--- config.mk ---
export PLATFORM = sky130hd
export DESIGN_NAME = ple_cell
export DESIGN_NICKNAME = d
export VERILOG_FILES = /design/src/hdl/positional_list_engine_defines.svh /design/src/hdl/ple_pkg.sv /design/src/hdl/ple_cell.sv
export SDC_FILE = /design/constraint.sdc
export NUM_CORES = 1
export LEC_CHECK = 0
export ABC_AREA = 1
export BUFFER_PORTS_ARGS = -buffer_cell sky130_fd_sc_hd__buf_2
export CAP_MARGIN = 10
export CORE_ASPECT_RATIO = 1.25
export CORE_MARGIN = 2
export CORE_UTILIZATION = 48
export DETAILED_ROUTE_END_ITERATION = 10
export GPL_TIMING_DRIVEN = 0
export PLACE_DENSITY = 0.86
export SKIP_LAST_GASP = 1
export SLEW_MARGIN = 40
export SYNTH_ARGS = -nofsm -noshare
export SYNTH_HDL_FRONTEND = slang
export SYNTH_SLANG_ARGS = --single-unit
--- constraint.sdc ---
create_clock -name clk -period 2.7 [get_ports clk]
set_input_delay 0 -clock clk [delete_from_list [all_inputs] [get_ports clk]]
set_output_delay 0 -clock clk [all_outputs]
set_load 0.05 [all_outputs]
--- src/hdl/positional_list_engine_defines.svh ---
// ----------------------------------------------------------------------------
// positional_list_engine_defines.svh
// Assertion macros shared by the list engine RTL.
// ----------------------------------------------------------------------------
`ifndef POSITIONAL_LIST_ENGINE_DEFINES_SVH
`define POSITIONAL_LIST_ENGINE_DEFINES_SVH

// Same-cycle implication, checked out of reset.
`define PLE_ASSERT_IMPL(name, clk, rst_n, pre, post, msg) \
    name: assert property (@(posedge clk) disable iff (!rst_n) (pre) |-> (post)) \
        else $error(msg);

// Next-cycle implication, checked out of reset.
`define PLE_ASSERT_NEXT(name, clk, rst_n, pre, post, msg) \
    name: assert property (@(posedge clk) disable iff (!rst_n) (pre) |=> (post)) \
        else $error(msg);

`endif

--- src/hdl/ple_pkg.sv ---
// ----------------------------------------------------------------------------
// ple_pkg
// Field widths, operation and status codes, and the cell control bundle.
// ----------------------------------------------------------------------------
package ple_pkg;

    localparam int OP_W      = 3;
    localparam int VALUE_W   = 32;
    localparam int POS_W     = 16;
    localparam int STATUS_W  = 2;
    localparam int OUT_IDX_W = 6;
    localparam int OUT_CNT_W = 7;

    // operation codes
    localparam logic [OP_W-1:0] OP_INS_FRONT = 3'd0;
    localparam logic [OP_W-1:0] OP_INS_BACK  = 3'd1;
    localparam logic [OP_W-1:0] OP_INS_AT    = 3'd2;
    localparam logic [OP_W-1:0] OP_REM_FRONT = 3'd3;
    localparam logic [OP_W-1:0] OP_REM_BACK  = 3'd4;
    localparam logic [OP_W-1:0] OP_REM_AT    = 3'd5;
    localparam logic [OP_W-1:0] OP_SEARCH    = 3'd6;
    localparam logic [OP_W-1:0] OP_CLEAR     = 3'd7;

    // status codes
    localparam logic [STATUS_W-1:0] ST_DONE  = 2'd0;
    localparam logic [STATUS_W-1:0] ST_FULL  = 2'd1;
    localparam logic [STATUS_W-1:0] ST_EMPTY = 2'd2;
    localparam logic [STATUS_W-1:0] ST_MISS  = 2'd3;

    // control broadcast to every cell of the row
    typedef struct packed {
        logic               ins;          // open a slot at idx, write value
        logic               rem;          // close the slot at idx
        logic               load_search;  // lane <= data, flag <= match
        logic               load_rem;     // lane <= data, flag <= (pos == idx)
        logic               shift;        // lane moves one cell toward cell 0
        logic [VALUE_W-1:0] value;
    } ple_cell_ctl_t;

endpackage

--- src/hdl/ple_cell.sv ---
// ----------------------------------------------------------------------------
// ple_cell
// One list slot: entry register plus one stage of the readout lane.
// ----------------------------------------------------------------------------
module ple_cell #(
    parameter int IDX_W = 6,
    parameter int CNT_W = 7,
    parameter int POS   = 0
) (
    input  logic                          clk,
    input  logic                          rst_n,
    input  ple_pkg::ple_cell_ctl_t        ctl,
    input  logic [IDX_W-1:0]              idx,
    input  logic [CNT_W-1:0]              count,
    input  logic [ple_pkg::VALUE_W-1:0]   left_data,
    input  logic [ple_pkg::VALUE_W-1:0]   right_data,
    input  logic                          right_flag,
    input  logic [ple_pkg::VALUE_W-1:0]   right_ldata,
    output logic [ple_pkg::VALUE_W-1:0]   data,
    output logic                          flag,
    output logic [ple_pkg::VALUE_W-1:0]   ldata
);
    import ple_pkg::*;

    localparam logic [IDX_W-1:0] MY_IDX = IDX_W'(POS);
    localparam logic [CNT_W-1:0] MY_CNT = CNT_W'(POS);

    logic [VALUE_W-1:0] data_reg, data_next;
    logic [VALUE_W-1:0] ldata_reg, ldata_next;
    logic               flag_reg, flag_next;
    logic               at_idx, above_idx, live;

    assign at_idx    = (MY_IDX == idx);
    assign above_idx = (MY_IDX > idx);
    assign live      = (MY_CNT < count);

    always_comb
    begin
        data_next = data_reg;
        if (ctl.ins)
        begin
            if (at_idx)
                data_next = ctl.value;
            else if (above_idx)
                data_next = left_data;
        end
        else if (ctl.rem && (at_idx || above_idx))
        begin
            data_next = right_data;
        end
    end

    always_comb
    begin
        flag_next  = flag_reg;
        ldata_next = ldata_reg;
        if (ctl.load_search)
        begin
            flag_next  = live && (data_reg == ctl.value);
            ldata_next = data_reg;
        end
        else if (ctl.load_rem)
        begin
            flag_next  = at_idx;
            ldata_next = data_reg;
        end
        else if (ctl.shift)
        begin
            flag_next  = right_flag;
            ldata_next = right_ldata;
        end
    end

    // entry storage: undefined until written
    always_ff @(posedge clk)
    begin
        data_reg  <= data_next;
        ldata_reg <= ldata_next;
    end

    always_ff @(posedge clk or negedge rst_n)
    begin
        if (!rst_n)
            flag_reg <= 1'b0;
        else
            flag_reg <= flag_next;
    end

    assign data  = data_reg;
    assign flag  = flag_reg;
    assign ldata = ldata_reg;

endmodule

## Word-level counts from Yosys, hierarchy flattened

Cells that the tools add are included.

- Logic and storage cells: 24
- Flip-flop bits (word level): 65
- Output and inout port bits: 65
- Input port bits: 149

- Eq/ne operators: 2
- Reductions and logical operators: 7
- Mux-type cells: 10
- $lt $le $gt $ge: 2

Operators with widths:

| cell | count |
|---|---|
| $mux W32 | 7 |
| $eq A32 B32 Y1 | 1 |
| $lt A1 B7 Y1 const A | 1 |
| $gt A1 B6 Y1 const A | 1 |
| $logic_not A6 Y1 | 1 |
| $mux W1 | 3 |
| $ne A3 B1 Y1 const B | 1 |
| $reduce_bool A3 Y1 | 1 |
| $logic_and A1 B1 Y1 | 2 |
| $reduce_and A2 Y1 | 1 |
| $reduce_bool A2 Y1 | 1 |
| $logic_or A1 B1 Y1 | 1 |

## Depth between registers and ports, before layout

- Depth after elaboration: 5
- Depth in mapped cells: 10
- Gate-level depth less buffers: 10

## Worst setup path before layout

No wires, ideal clock.

- Path kind: input port to flip-flop
- From: input ctl[36] (netlist name)
- To: register data_reg[0] (netlist: data[0]), enable pin
- Slack: 349 ps
- Data required time: 2279 ps
- Data arrival time: 1931 ps
- Stages: 4
- Cell sequence: buf_2 clkbuf_1 nor2_1 nor2_1

- Longest elaborated chain between the ends: 2

RTL lines:

| element | line | text |
|---|---|---|
| start, declared | ple_cell.sv:12 | `input ple_pkg::ple_cell_ctl_t ctl,` |
| $ne A3 B1 Y1 (no source line) / $reduce_bool A2 Y1 (equally long branches) | n/a |  |
| $reduce_and A2 Y1 (no source line) * | n/a |  |
| end signal, assigned | ple_cell.sv:77 | `data_reg <= data_next;` |
| end, declared | ple_cell.sv:28 | `logic [VALUE_W-1:0] data_reg, data_next;` |

Every way passes the cells marked *; elsewhere a longest branch is shown, timed or not.
A chain may end at the register's enable or synchronous reset.

## Final worst setup path

- From: input ctl[36] (netlist name)
- To: register data_reg[7] (netlist: data[7]), enable pin

Same word-level chain as after synthesis.

==> summary.md <==
| Metric | Value |
|---|---|
| Yosys cell types | `24` |
| Core Area | `7750 sq um` |
| Post-synthesis instance total | `between 400 and 500` |
| Most common cell after layout, fill and taps aside | `buf_2` |
| Worst slew margin | `0.506` |
| Power Density | `437 nW/um^2` |
| DP Area | `approximately 5000 sq um` |
| Final worst-path cycle share | `0.532` |
| Worst Path Buf+Inv | `3` |
| Die Ht | `104 microns` |
| Multi-input logic area | `~1600 sq um` |
| Vias per inst | `between 5 and 6` |
| Buffers on Ports | `212` |
| Met3 usage | `0.0414` |
| Fill cell count | `531` |
| Layout Cell Area excl Fill | `5890 sq um` |
| Vias | `4483` |
| Synth top area share | `0.503` |
| Final Skew | `8.79 ps` |
| Cts hold-fix bufs | `approximately 70` |
| First-pass GRT wire length | `22200 microns` |
| Crit-path leading delay family | `buffers and inverters` |
| Setup-failing EPs final | `0` |
| Post-CTS resize count | `0` |
| GR Util All Layers | `0.326` |
| Reg2Reg Setup Slack | `1300 ps` |
| Largest net degree at the start of global routing | `34` |
| Routed WL per cell | `about 17 microns` |
| GP Congestion | `slightly below 0.9` |
| Post-synth ARST share | `0.0154` |
| Register area share after synthesis | `0.510` |
| Worst path max stage delay | `470 ps` |
| Top cell type by total area after synthesis | `edfxtp_1` |
| Num CTS Buffers | `9` |
| Critical path arrival | `1500 ps` |
| Max clock buf depth | `2` |
| Max VDD drop | `0.313 mV` |
| Synthesized area | `3820 sq um` |
| Global routing usage on met1 | `0.345` |
| H-Tree Depth | `3` |
| Cell count along the critical path | `5` |
| Syn Nets | `586` |
| WL final | `14400 microns` |
| RSZ-0062 raised after global routing | `no` |
| Crit path max fanout | `18` |
| Post-layout net count | `878` |
| Fmax | `696 MHz` |
| Hold crit path type | `input port to flop` |
| Synthesis-stage register bit count | `65` |
| Detail Route Antenna Nets | `0` |
| Primary FF master, synth | `edfxtp_1` |
| CTS sink cnt | `65` |
| Most crowded layer after global routing | `met2` |
| Synth-to-Final Area Change | `54.2%` |
| Worst-path cell chain | `buf_2 > clkbuf_1 > nor2_1 > nor2_4 > buf_16` |
| Hpwl dp | `approximately 9500 microns` |
| I/O pin cnt | `between 200 and 250` |
| Max-cap violations | `0` |
| Warnings from Yosys | `0` |
| Initial antenna violation count | `0` |
| Die area | `between 8000 and 9000 sq um` |
| Actual slew at the worst max-slew pin | `739 ps` |
| GRT overflow | `0` |
| Final Slew Violations | `0` |
| DRC violations left | `0` |
| Worst path slowest cell | `nor2_4` |
| Hold Violations, Final | `0` |
| Crit start category | `input port` |
| Met2 Use GR | `0.602` |
| Clock slew at reported path FFs | `70 ps` |
| Register Area | `1950 sq um` |
| Share of cells above drive strength 1 | `0.385` |
| Worst skew pair latency | `360 ps` |
| Setup bufs post-CTS | `0` |
| Pre-antenna DRT Iters | `5` |
| CTS tree | `built` |
| Vias in the first global route | `4710` |
| Synth top area cells | `edfxtp_1 50%, nand2_1 14%, o211ai_2 6.9%, inv_1 4.1%, o21a_1 4.1%` |
| Worst Hold Slack | `~11 ps` |
| Worst reg2reg path depth | `7` |
| WP data required | `2760 ps` |
| Initial Util | `0.493` |
| Leak Pwr | `2.90 nW` |
| Hold path depth | `3` |
| FP Rows | `36` |
| Setup CP Type | `input port to flop` |
| Post-synth EDFFs | `64` |
| Outcome | `completed` |
| Post-Syn Area per Cell | `8.74 sq um` |
| Clk root buf | `clkbuf_8` |
| Most frequent cells in the layout | `225 x buf_2, 142 x nand2_1, 68 x dlygate4sd3_1` |
| Worst setup EP type | `flop` |
| Die width | `83.8 microns` |
| Inserted Diodes | `0` |
| Iter 0 DRT Violations | `309` |
| Final period demand of the worst path | `1440 ps` |
cells in the mapped netlist, types with 4 or more instances:
| cell type | count |
|---|---|
| nand2_1 | 142 |
| edfxtp_1 | 64 |
| inv_1 | 42 |
| nor2_1 | 30 |
| a21oi_1 | 24 |
| o21ai_1 | 22 |
| o211ai_2 | 21 |
| o21a_1 | 21 |
| buf_2 | 13 |
| nand4_1 | 13 |
| inv_2 | 12 |
| xnor2_1 | 8 |
| clkbuf_1 | 5 |
| nor2_2 | 4 |
worst register-to-register path, cell delays in order (launching register included):
cell,delay (ps)
edfxtp_1,440
xnor2_1,290
nand2_1,80
nor2_1,110
nand2_1,70
nor2_1,110
nand3_1,90
a21oi_1,130
cell families after synthesis:
kind of cell,synth area share
and+or+nand+nor,0.207
AOI/OAI and AO/OA,0.178
buffers and inverters,0.0848
DFF,0.510
xor gates and xnor gates,0.0206
power breakdown:
part	internal [mW]	switching (mW)
clock	0.417	0.390
sequential	1.15	0.0138
combinational	0.244	0.354
total	1.81	0.758
path summary, 6_finish.rpt:
| check | from | endpoint |
|---|---|---|
| max in group asynchronous | rst_n | flag |
| max reg2reg | data[6] | flag |
| min reg2reg | flag | flag |
| max | ctl[36] | data[7] |
| min | left_data[10] | data[10] |
| min in group asynchronous | rst_n | flag |
per-stage QoR:
| step | util | worst slack, ps | total power, mW | TNS, ps | cells |
|---|---|---|---|---|---|
| global route | 0.760 | 1120 | 2.64 | 0 | 828 |
| floorplan | - | 349 | 1.49 | 0 | 437 |
| CTS | 0.760 | 1240 | 2.55 | 0 | 828 |
| detailed placement | 0.650 | 865 | 1.69 | 0 | 745 |
| global placement | 0.645 | -565 | 1.67 | -18020 | 744 |
| finish | 0.760 | 1260 | 2.57 | 0 | 828 |
cell type report:
class	instances	share of cell area
Sequential cell	65	0.330
Timing Repair Buffer	281	0.300
Multi-Input combinational cell	296	0.264
Inverter	55	0.0350
Clock buffer	11	0.0223
Tap cell	95	0.0202
Buffer	21	0.0200
Clock inverter	4	0.00764
layer usage:
layer  share of wire  up-vias
met5               0        -
met4           0.060        0
met3           0.076       89
met2            0.52      333
met1            0.34     2022
li1                -     2039
No activity file was read; power rests on OpenSTA's default activity.
